<file path="src/rtl/mpc_pkg.sv">
// Shared types, constants and helpers for the moisture pump controller.
// Used by every module in rtl/ but mpc_checker; depends on nothing else.
package mpc_pkg;

  localparam int ADC_MAX_CODE = 4095;

  localparam logic [9:0] MOIST_FULL = 10'd1000;
  localparam logic [3:0] DIV_STEPS  = 4'd10;

  // Configuration register indexes (byte address is 4 * index).
  typedef enum logic [2:0] {
    REG_AUTOMATION_ENABLE = 3'd0,
    REG_MOISTURE_TARGET   = 3'd1,
    REG_HYSTERESIS_BAND   = 3'd2,
    REG_MAX_RUN_SECONDS   = 3'd3,
    REG_COOLDOWN_SECONDS  = 3'd4,
    REG_RAW_DRY_LEVEL     = 3'd5,
    REG_RAW_WET_LEVEL     = 3'd6,
    REG_BATTERY_BLOCK_MV  = 3'd7
  } reg_idx_t;

  typedef enum logic [1:0] {
    REQ_TICK       = 2'd0,
    REQ_MANUAL_ON  = 2'd1,
    REQ_MANUAL_OFF = 2'd2
  } req_t;

  typedef struct packed {
    logic        automation_enable;
    logic [9:0]  moisture_target;
    logic [7:0]  hysteresis_band;
    logic [5:0]  max_run_seconds;
    logic [7:0]  cooldown_seconds;
    logic [11:0] raw_dry_level;
    logic [11:0] raw_wet_level;
    logic [12:0] battery_block_mv;
  } cfg_t;

  localparam cfg_t CFG_RESET = '{
    automation_enable: 1'b1,
    moisture_target:   10'd550,
    hysteresis_band:   8'd30,
    max_run_seconds:   6'd18,
    cooldown_seconds:  8'd25,
    raw_dry_level:     12'd3000,
    raw_wet_level:     12'd1200,
    battery_block_mv:  13'd4720
  };

  typedef struct packed {
    logic        start;
    logic [11:0] num;
    logic [11:0] den;
  } div_req_t;

  typedef struct packed {
    logic       done;
    logic [9:0] quot;
  } div_rsp_t;

  // x * 1000 as x * 1024 - x * 16 - x * 8.
  function automatic logic [21:0] times_1000(input logic [11:0] x);
    times_1000 = {x, 10'b0} - {6'b0, x, 4'b0} - {7'b0, x, 3'b0};
  endfunction

endpackage

</file>
<file path="src/rtl/mpc_cfg_regs.sv">
// APB-style configuration register file for the moisture pump controller.
// Depends on mpc_pkg for the register map and the cfg_t bundle.
module mpc_cfg_regs (
  input  logic               clk,
  input  logic               rst,
  input  logic               psel,
  input  logic               penable,
  input  logic               pwrite,
  input  logic [4:0]         paddr,
  input  logic [31:0]        pwdata,
  output logic [31:0]        prdata,
  output logic               pready,
  output mpc_pkg::cfg_t      cfg
);
  import mpc_pkg::*;

  cfg_t     regs;
  reg_idx_t idx;
  logic     wr_en;

  assign idx    = reg_idx_t'(paddr[4:2]);
  assign wr_en  = psel && penable && pwrite;
  assign pready = 1'b1;
  assign cfg    = regs;

  always_ff @(posedge clk) begin
    if (rst) begin
      regs <= CFG_RESET;
    end else if (wr_en) begin
      unique case (idx)
        REG_AUTOMATION_ENABLE: regs.automation_enable <= pwdata[0];
        REG_MOISTURE_TARGET:   regs.moisture_target   <= pwdata[9:0];
        REG_HYSTERESIS_BAND:   regs.hysteresis_band   <= pwdata[7:0];
        REG_MAX_RUN_SECONDS:   regs.max_run_seconds   <= pwdata[5:0];
        REG_COOLDOWN_SECONDS:  regs.cooldown_seconds  <= pwdata[7:0];
        REG_RAW_DRY_LEVEL:     regs.raw_dry_level     <= pwdata[11:0];
        REG_RAW_WET_LEVEL:     regs.raw_wet_level     <= pwdata[11:0];
        REG_BATTERY_BLOCK_MV:  regs.battery_block_mv  <= pwdata[12:0];
      endcase
    end
  end

  always_comb begin
    unique case (idx)
      REG_AUTOMATION_ENABLE: prdata = {31'b0, regs.automation_enable};
      REG_MOISTURE_TARGET:   prdata = {22'b0, regs.moisture_target};
      REG_HYSTERESIS_BAND:   prdata = {24'b0, regs.hysteresis_band};
      REG_MAX_RUN_SECONDS:   prdata = {26'b0, regs.max_run_seconds};
      REG_COOLDOWN_SECONDS:  prdata = {24'b0, regs.cooldown_seconds};
      REG_RAW_DRY_LEVEL:     prdata = {20'b0, regs.raw_dry_level};
      REG_RAW_WET_LEVEL:     prdata = {20'b0, regs.raw_wet_level};
      REG_BATTERY_BLOCK_MV:  prdata = {19'b0, regs.battery_block_mv};
    endcase
  end

endmodule

</file>
<file path="src/rtl/mpc_divider.sv">
// Iterative restoring divider: quotient of num * 1000 / den, one bit a cycle.
// Depends on mpc_pkg; the caller guarantees num < den, so the quotient fits 10 bits.
module mpc_divider (
  input  logic              clk,
  input  logic              rst,
  input  mpc_pkg::div_req_t req,
  output mpc_pkg::div_rsp_t rsp
);
  import mpc_pkg::*;

  logic [11:0] rem;
  logic [9:0]  acc;
  logic [11:0] den_q;
  logic [3:0]  cnt;
  logic        done;
  logic [21:0] dividend;
  logic [12:0] trial;
  logic [12:0] diff;
  logic        fits;

  assign dividend = times_1000(req.num);
  assign trial    = {rem, acc[9]};
  assign diff     = trial - {1'b0, den_q};
  assign fits     = trial >= {1'b0, den_q};

  // The dividend is below den * 1024, so its upper 12 bits already sit below
  // den and only the low 10 quotient bits need steps.
  always_ff @(posedge clk) begin
    if (rst) begin
      cnt  <= '0;
      done <= 1'b0;
    end else begin
      done <= 1'b0;
      if (req.start) begin
        cnt <= DIV_STEPS;
      end else if (cnt != '0) begin
        cnt <= cnt - 4'd1;
        if (cnt == 4'd1) begin
          done <= 1'b1;
        end
      end
    end
  end

  always_ff @(posedge clk) begin
    if (req.start) begin
      rem   <= dividend[21:10];
      acc   <= dividend[9:0];
      den_q <= req.den;
    end else if (cnt != '0) begin
      rem <= fits ? diff[11:0] : trial[11:0];
      acc <= {acc[8:0], fits};
    end
  end

  assign rsp.done = done;
  assign rsp.quot = acc;

endmodule

</file>
<file path="src/rtl/mpc_ctrl.sv">
// Sequencer of the moisture pump controller: calibration setup, timer update,
// start decision and the output register. Depends on mpc_pkg and mpc_divider.
module mpc_ctrl (
  input  logic              clk,
  input  logic              rst,
  input  mpc_pkg::cfg_t     cfg,
  input  logic              in_valid,
  output logic              in_ready,
  input  logic [1:0]        req_type,
  input  logic [15:0]       elapsed_ms,
  input  logic [11:0]       moisture_raw,
  input  logic [12:0]       battery_mv,
  input  logic              second_mark,
  output logic              out_valid,
  input  logic              out_ready,
  output logic              pump_on,
  output logic [9:0]        moisture_tenths,
  output logic              start_blocked,
  output logic [15:0]       run_time_left,
  output logic [17:0]       cooldown_time_left,
  output logic [31:0]       pump_starts,
  output logic [31:0]       pump_on_seconds,
  output mpc_pkg::div_req_t div_req,
  input  mpc_pkg::div_rsp_t div_rsp
);
  import mpc_pkg::*;

  typedef enum logic [5:0] {
    S_IDLE   = 6'b000001,
    S_CALIB  = 6'b000010,
    S_DIVIDE = 6'b000100,
    S_TIMERS = 6'b001000,
    S_DECIDE = 6'b010000,
    S_FINISH = 6'b100000
  } state_t;

  state_t      state;
  req_t        req_q;
  logic [15:0] dt_q;
  logic [11:0] raw_q;
  logic [12:0] batt_q;
  logic        mark_q;
  logic [9:0]  moist;
  logic        blocked;

  logic        pump_running;
  logic [15:0] run_left;
  logic [17:0] cooldown_left;
  logic [31:0] start_count;
  logic [31:0] on_second_count;

  logic [11:0] raw_sat;
  logic [11:0] num;
  logic [11:0] den;
  logic        need_div;
  logic [9:0]  calib_moist;

  logic [21:0] run_load_full;
  logic [21:0] cool_load_full;
  logic [15:0] run_load;
  logic [17:0] cool_load;
  logic [17:0] cool_dec;
  logic [15:0] run_dec;
  logic        run_expired;
  logic [10:0] moist_plus_band;
  logic        want_start;
  logic        low_batt;
  logic        pump_after;
  logic [31:0] start_inc;
  logic        out_load;

  assign in_ready = (state == S_IDLE);

  // Calibration setup: the special cases resolve here, the rest divides.
  always_comb begin
    raw_sat     = (raw_q > 12'(ADC_MAX_CODE)) ? 12'(ADC_MAX_CODE) : raw_q;
    num         = '0;
    den         = '0;
    need_div    = 1'b0;
    calib_moist = '0;
    if (cfg.raw_dry_level > cfg.raw_wet_level) begin
      if (raw_sat < cfg.raw_dry_level) begin
        num = cfg.raw_dry_level - raw_sat;
        den = cfg.raw_dry_level - cfg.raw_wet_level;
      end
    end else if (cfg.raw_dry_level < cfg.raw_wet_level) begin
      if (raw_sat > cfg.raw_dry_level) begin
        num = raw_sat - cfg.raw_dry_level;
        den = cfg.raw_wet_level - cfg.raw_dry_level;
      end
    end else begin
      calib_moist = (raw_sat > cfg.raw_dry_level) ? MOIST_FULL : 10'd0;
    end
    if (den != '0) begin
      if (num >= den) begin
        calib_moist = MOIST_FULL;
      end else begin
        need_div = 1'b1;
      end
    end
  end

  assign div_req.start = (state == S_CALIB) && need_div;
  assign div_req.num   = num;
  assign div_req.den   = den;

  assign run_load_full  = times_1000({6'b0, cfg.max_run_seconds});
  assign cool_load_full = times_1000({4'b0, cfg.cooldown_seconds});
  assign run_load       = run_load_full[15:0];
  assign cool_load      = cool_load_full[17:0];

  assign cool_dec    = ({2'b0, dt_q} >= cooldown_left) ? 18'd0
                                                       : cooldown_left - {2'b0, dt_q};
  assign run_dec     = (dt_q >= run_left) ? 16'd0 : run_left - dt_q;
  assign run_expired = (run_left != '0) && (dt_q >= run_left);

  // moist < target - band, rearranged so no signed value is needed.
  assign moist_plus_band = {1'b0, moist} + {3'b0, cfg.hysteresis_band};
  assign want_start = cfg.automation_enable && !pump_running && (cooldown_left == '0)
                      && (moist_plus_band < {1'b0, cfg.moisture_target});
  assign low_batt   = batt_q < cfg.battery_block_mv;
  assign pump_after = pump_running || (want_start && !low_batt);
  assign start_inc  = start_count + 32'd1;

  // The result register loads when it is empty or drains in the same cycle.
  assign out_load = (state == S_FINISH) && (!out_valid || out_ready);

  always_ff @(posedge clk) begin
    if (rst) begin
      state           <= S_IDLE;
      pump_running    <= 1'b0;
      run_left        <= '0;
      cooldown_left   <= '0;
      start_count     <= '0;
      on_second_count <= '0;
      out_valid       <= 1'b0;
    end else begin
      if (out_load) begin
        out_valid <= 1'b1;
      end else if (out_ready) begin
        out_valid <= 1'b0;
      end
      unique case (state)
        S_IDLE: begin
          if (in_valid) begin
            state <= (req_t'(req_type) == REQ_TICK) ? S_CALIB : S_TIMERS;
          end
        end
        S_CALIB: begin
          state <= need_div ? S_DIVIDE : S_TIMERS;
        end
        S_DIVIDE: begin
          if (div_rsp.done) begin
            state <= S_TIMERS;
          end
        end
        S_TIMERS: begin
          case (req_q)
            REQ_TICK: begin
              run_left <= run_dec;
              if (run_expired) begin
                pump_running  <= 1'b0;
                cooldown_left <= cool_load;
              end else begin
                cooldown_left <= cool_dec;
              end
            end
            REQ_MANUAL_ON: begin
              run_left      <= run_load;
              cooldown_left <= '0;
              if (!pump_running) begin
                pump_running <= 1'b1;
                start_count  <= start_inc;
              end
            end
            REQ_MANUAL_OFF: begin
              run_left      <= '0;
              pump_running  <= 1'b0;
              cooldown_left <= cool_load;
            end
            default: begin
            end
          endcase
          state <= (req_q == REQ_TICK) ? S_DECIDE : S_FINISH;
        end
        S_DECIDE: begin
          if (want_start && !low_batt) begin
            run_left     <= run_load;
            pump_running <= 1'b1;
            start_count  <= start_inc;
          end
          if (mark_q && pump_after) begin
            on_second_count <= on_second_count + 32'd1;
          end
          state <= S_FINISH;
        end
        S_FINISH: begin
          if (out_load) begin
            state <= S_IDLE;
          end
        end
        default: begin
          state <= S_IDLE;
        end
      endcase
    end
  end

  // Item payload and per-item results.
  always_ff @(posedge clk) begin
    unique case (state)
      S_IDLE: begin
        if (in_valid) begin
          req_q   <= req_t'(req_type);
          dt_q    <= elapsed_ms;
          raw_q   <= moisture_raw;
          batt_q  <= battery_mv;
          mark_q  <= second_mark;
          moist   <= '0;
          blocked <= 1'b0;
        end
      end
      S_CALIB: begin
        if (!need_div) begin
          moist <= calib_moist;
        end
      end
      S_DIVIDE: begin
        if (div_rsp.done) begin
          moist <= div_rsp.quot;
        end
      end
      S_DECIDE: begin
        if (want_start && low_batt) begin
          blocked <= 1'b1;
        end
      end
      S_FINISH: begin
        if (out_load) begin
          pump_on            <= pump_running;
          moisture_tenths    <= moist;
          start_blocked      <= blocked;
          run_time_left      <= run_left;
          cooldown_time_left <= cooldown_left;
          pump_starts        <= start_count;
          pump_on_seconds    <= on_second_count;
        end
      end
      default: begin
      end
    endcase
  end

endmodule

</file>
<file path="src/rtl/moisture_pump_controller_top.sv">
// Top level of the moisture pump controller: register file, sequencer, divider.
// Depends on mpc_pkg, mpc_cfg_regs, mpc_divider and mpc_ctrl.
//
//   Channel  Handshake              Beat carries
//   in       in_valid / in_ready    req_type, elapsed_ms, moisture_raw, battery_mv, second_mark
//   out      out_valid / out_ready  pump_on, moisture_tenths, start_blocked, run_time_left,
//                                   cooldown_time_left, pump_starts, pump_on_seconds
//   cfg      psel / penable / pready  paddr, pwdata, pwrite, prdata
//
// A tick that divides goes from acceptance to a result beat through the setup step, the
// bit-serial divider (ten steps and a hand-back of the quotient), the timer step, the decision
// step and the output load. Ticks whose calibration needs no division skip the divider;
// manual commands go straight from acceptance to the timer step and the output load.
// in_ready is high only between items, from the cycle after the output load.
// A result beat may wait in the output register while the next item is accepted, and the
// sequencer holds its last step until it drains.
// Synchronous reset restores register defaults and clears pump state, timers and counters.
module moisture_pump_controller_top (
  input  logic        clk,
  input  logic        rst,
  input  logic        in_valid,
  output logic        in_ready,
  input  logic [1:0]  req_type,
  input  logic [15:0] elapsed_ms,
  input  logic [11:0] moisture_raw,
  input  logic [12:0] battery_mv,
  input  logic        second_mark,
  output logic        out_valid,
  input  logic        out_ready,
  output logic        pump_on,
  output logic [9:0]  moisture_tenths,
  output logic        start_blocked,
  output logic [15:0] run_time_left,
  output logic [17:0] cooldown_time_left,
  output logic [31:0] pump_starts,
  output logic [31:0] pump_on_seconds,
  input  logic        psel,
  input  logic        penable,
  input  logic        pwrite,
  input  logic [4:0]  paddr,
  input  logic [31:0] pwdata,
  output logic [31:0] prdata,
  output logic        pready
);
  import mpc_pkg::*;

  cfg_t     cfg;
  div_req_t div_req;
  div_rsp_t div_rsp;

  mpc_cfg_regs u_regs (
    .clk     (clk),
    .rst     (rst),
    .psel    (psel),
    .penable (penable),
    .pwrite  (pwrite),
    .paddr   (paddr),
    .pwdata  (pwdata),
    .prdata  (prdata),
    .pready  (pready),
    .cfg     (cfg)
  );

  mpc_divider u_div (
    .clk (clk),
    .rst (rst),
    .req (div_req),
    .rsp (div_rsp)
  );

  mpc_ctrl u_ctrl (
    .clk                (clk),
    .rst                (rst),
    .cfg                (cfg),
    .in_valid           (in_valid),
    .in_ready           (in_ready),
    .req_type           (req_type),
    .elapsed_ms         (elapsed_ms),
    .moisture_raw       (moisture_raw),
    .battery_mv         (battery_mv),
    .second_mark        (second_mark),
    .out_valid          (out_valid),
    .out_ready          (out_ready),
    .pump_on            (pump_on),
    .moisture_tenths    (moisture_tenths),
    .start_blocked      (start_blocked),
    .run_time_left      (run_time_left),
    .cooldown_time_left (cooldown_time_left),
    .pump_starts        (pump_starts),
    .pump_on_seconds    (pump_on_seconds),
    .div_req            (div_req),
    .div_rsp            (div_rsp)
  );

endmodule

</file>
<file path="config.mk">
export PLATFORM = sky130hd
export DESIGN_NAME = moisture_pump_controller_top
export DESIGN_NICKNAME = d
export VERILOG_FILES = /design/src/rtl/mpc_pkg.sv /design/src/rtl/mpc_cfg_regs.sv /design/src/rtl/mpc_divider.sv /design/src/rtl/mpc_ctrl.sv /design/src/rtl/moisture_pump_controller_top.sv
export SDC_FILE = /design/constraint.sdc
export NUM_CORES = 1
export LEC_CHECK = 0
export ABC_AREA = 1
export BUFFER_PORTS_ARGS = -buffer_cell sky130_fd_sc_hd__buf_2
export CORE_UTILIZATION = 25
export DETAILED_ROUTE_END_ITERATION = 6
export PLACE_DENSITY_LB_ADDON = 0.2
export SETUP_SLACK_MARGIN = 0.15
export SYNTH_ARGS = -nofsm -noshare
export SYNTH_HDL_FRONTEND = slang
export SYNTH_SLANG_ARGS = --single-unit
</file>
<file path="constraint.sdc">
create_clock -name clk -period 12.7 [get_ports clk]
set_input_delay 1.905 -clock clk [delete_from_list [all_inputs] [get_ports clk]]
set_output_delay 1.905 -clock clk [all_outputs]
set_load 0.01 [all_outputs]
</file>
==> flow_summary_export.csv <==
group,metric,value,unit
floorplan,dieArea,97200,um^2
routing,drtAntennaViolNets,0,
synth,synthArstFlopShare,0,%
sta,slew_headroom,20.0,%
flow_run,maxCapViolCount,0,
critical_path,path_class,"reg -> reg",
sta,setup_viol,0,
synth,yosysUniqueCellTypes,58,
routing,drt-total-wl,76400,um
routing,routed_via_density,4.50,
synth,ys_seq_area_share,40.0,%
critical_path,critPathMostFrequentCell,"nand2_1",
global_route,grt_max_degree,83,
cells_and_area,nets,3497,
sta,rsz0062_at_grt,"no",
critical_path,cp_cell_sequence,"inv_1, ha_1, inv_1, fa_1, nand3_2, nand3_2, nand3_2, clkinv_1, nor2_4, nand3_2, a21oi_1, inv_1, ha_1, o21ai_0, a21boi_0, o21ai_0, nand2_1, nand2_1, nand2_1, nand2_1, a21oi_1, nor2_1, nand3_4, nand2_1",
synth,avgSynthCellArea,7.98,um^2
sta,fmax,0.163,GHz
routing,drt_first_pass_iters,5,
cts,post-cts-setup-buffer-count,0,
pwr,power.density,154,nW/um^2
synth,synth-edff-count,199,
routing,wl_per_cell,16.9,um
pwr,p_int,2820,uW
pwr,peakVddDrop,0.0000903,V
cells_and_area,final_cell_area,28100,um^2
cts,clkTransAtPathRegs,0.06,ns
floorplan,row_count,113,
sta,setup_tns,0,ns
synth,ys.warnings.count,0,
critical_path,worstPathArrival,6.38,ns
synth,synth_seq_cells,380,
sta,finalClockSkew,0.0212,ns
pwr,switching_share,34.7,%
run_status,outcome,"completed",
critical_path,cpPeakStageDelay,0.94,ns
cts,cts_tree,"done",
routing,num_vias,20300,
pwr,p_leak,0.0120,uW
floorplan,die_w,312,um
cts,clock_path_buffers,3,
placement,place.gp.congestion,0.882,
floorplan,io-pin-count,233,
pwr,comb_power_share,29.0,%
pwr,clockPowerShare,36.6,%
global_route,grt_usage,15.5,%
global_route,antenna_found_initial,5,
critical_path,startpoint_type,"flop",
sta,tightest_slew,1.19,ns
floorplan,core-area,95000,um^2
critical_path,path_max_fanout,35,
cts,cts_resized,0,
critical_path,end_kind,"flop",
sta,min_period,6.15,ns
worst_hold_path,hold_class,"reg -> reg",
sta,timing_hold_violations_final,0,
floorplan,initial_core_util,25.3,%
global_route,overflow,0,
critical_path,worstPathRequired,12.93,ns
cts,ctsHoldBuffers,0,
routing,drt_iter0_drc,1214,
cells_and_area,drive_gt1_share,10.7,%
cts,worstSkewPairLatency,0.63,ns
cts,clock-root-buffer,"clkbuf_16",
cts,cts.sinks,380,
pwr,pwr-share-seq,34.4,%
sta,period_share,48.4,%
cells_and_area,mostFrequentLayoutCell,"nand2_1",
cells_and_area,syn2layout_area_growth,17.1,%
placement,dp_hpwl,59100,um
critical_path,worst_path_max_delay_cell,"nand2_1",
critical_path,ff2ff_path_depth,24,
routing,drc_errors,0,
global_route,grt_pass1_wl,117000,um
cells_and_area,final_cell_mix,"nand2_1 (677), inv_1 (359), a21oi_1 (262)",
synth,synth_cells,3007,
cts,htreeDepth,2,
synth,synth_area,24000,um^2
global_route,grt_pass1_vias,19600,
sta,slew_viol_final,0,
cts,cts_buffers,51,
placement,place_area,26300,um^2
floorplan,die_h,312,um
placement,port_buffers,191,
worst_hold_path,min_path_cells,0,
synth,dominantRegCellSynth,"edfxtp_1",
pwr,p_sw,1500,uW
## worst max-delay path: cells and delay by family, from the launching register on
| family | cells | cell delay (ns) |
|---|---|---|
| fa+ha+maj | 3 | 0.97 |
| flops | 1 | 0.34 |
| compound gates | 5 | 0.88 |
| simple gates | 12 | 2.95 |
| buf+inv | 4 | 0.58 |
## synth_stat cells, types with 23 or more instances
library cell | count | share of area, %
buf_4 | 23 | 0.72
inv_1 | 359 | 5.6
clkbuf_1 | 46 | 0.72
nand4_1 | 38 | 0.99
dfxtp_1 | 181 | 15
nor3_1 | 55 | 1.1
xor2_1 | 108 | 3.9
nor4_1 | 32 | 0.83
xnor2_1 | 46 | 1.7
ha_1 | 196 | 10
edfxtp_1 | 199 | 25
nor2_1 | 254 | 4.0
o21ai_0 | 175 | 3.6
nand2_1 | 677 | 11
nand3_1 | 131 | 2.7
a21oi_1 | 262 | 5.5
## path summary, 6_finish.rpt
kind                       start              endpoint  slack, ns
setup / recovery  u_regs.cfg[25]          u_div.rem[3]       6.55
hold / removal    u_ctrl.blocked  u_ctrl.start_blocked       0.44
setup reg to reg  u_regs.cfg[25]          u_div.rem[3]       6.55
hold reg to reg   u_ctrl.blocked  u_ctrl.start_blocked       0.44
## through the flow
stage	utilization, %	total power [uW]	hold WS (ns)	cells	setup slack [ns]
after CTS	29.6	4380	0.441	4508	6.52
after floorplan	-	2410	0.400	3025	5.61
final	29.6	4320	0.439	4509	6.55
after global placement	27.7	2770	0.408	4412	6.51
after global routing	29.6	4600	0.447	4508	5.91
after detailed placement	27.7	2760	0.426	4412	6.56
## logic make-up (layout without fill, tap and decap cells)
kind of cell / after synthesis / count (layout) / share of synthesized area, %
AOI/OAI and AO/OA: 560 / 560 / 12.9
xor gates and xnor gates: 154 / 154 / 5.62
adders and majority gates: 209 / 209 / 11.3
buffers and inverters: 461 / 679 / 7.77
DFF: 380 / 380 / 40.0
other: 2 / 21 / 0.0313
and+or+nand+nor: 1241 / 1241 / 22.4
## power by group through the flow
stage | combinational [uW] | clock, uW | sequential, uW
after floorplan | 930 | 0 | 1480
after CTS | 1260 | 1630 | 1490
final | 1250 | 1580 | 1480
after global placement | 1250 | 0 | 1510
after global routing | 1430 | 1680 | 1490
after detailed placement | 1250 | 0 | 1510
## state kept, by name (all words and copies together) (netlist names), 2 cells and up
| name | flops |
|---|---|
| u_ctrl.cooldown_time_left | 18 |
| u_ctrl.raw_q | 12 |
| u_ctrl.start_count | 32 |
| u_ctrl.state | 6 |
| u_ctrl.req_q | 2 |
| u_ctrl.moist | 10 |
| u_ctrl.cooldown_left | 18 |
| u_div.acc | 10 |
| u_regs.cfg | 70 |
| u_ctrl.dt_q | 16 |
| u_ctrl.moisture_tenths | 10 |
| u_ctrl.run_time_left | 16 |
| u_ctrl.run_left | 16 |
| u_ctrl.batt_q | 13 |
| u_div.den_q | 12 |
| u_div.cnt | 4 |
| u_ctrl.on_second_count | 32 |
| u_ctrl.pump_starts | 32 |
| u_div.rem | 12 |
| u_ctrl.pump_on_seconds | 32 |
## layer usage
| metal | GRT usage, % | vias to the layer above | share of wire (%) |
|---|---|---|---|
| met5 | 0 | - | 0.017 |
| met4 | 3.89 | 2 | 1.8 |
| met3 | 2.46 | 80 | 4.3 |
| met2 | 26.0 | 371 | 47 |
| met1 | 20.7 | 9385 | 47 |
| li1 | - | 10500 | - |
## final cells by class
class | count | area [um^2]
sequential | 380 | 9600
timing repair buffer | 206 | 1070
clock inverter | 31 | 414
tap | 1265 | 1580
multi-input combinational | 2184 | 12600
clock buffer | 65 | 1410
fill | 10300 | 66900
inverter | 377 | 1420
antenna | 1 | 2.50
No activity file was read; power rests on OpenSTA's default activity.
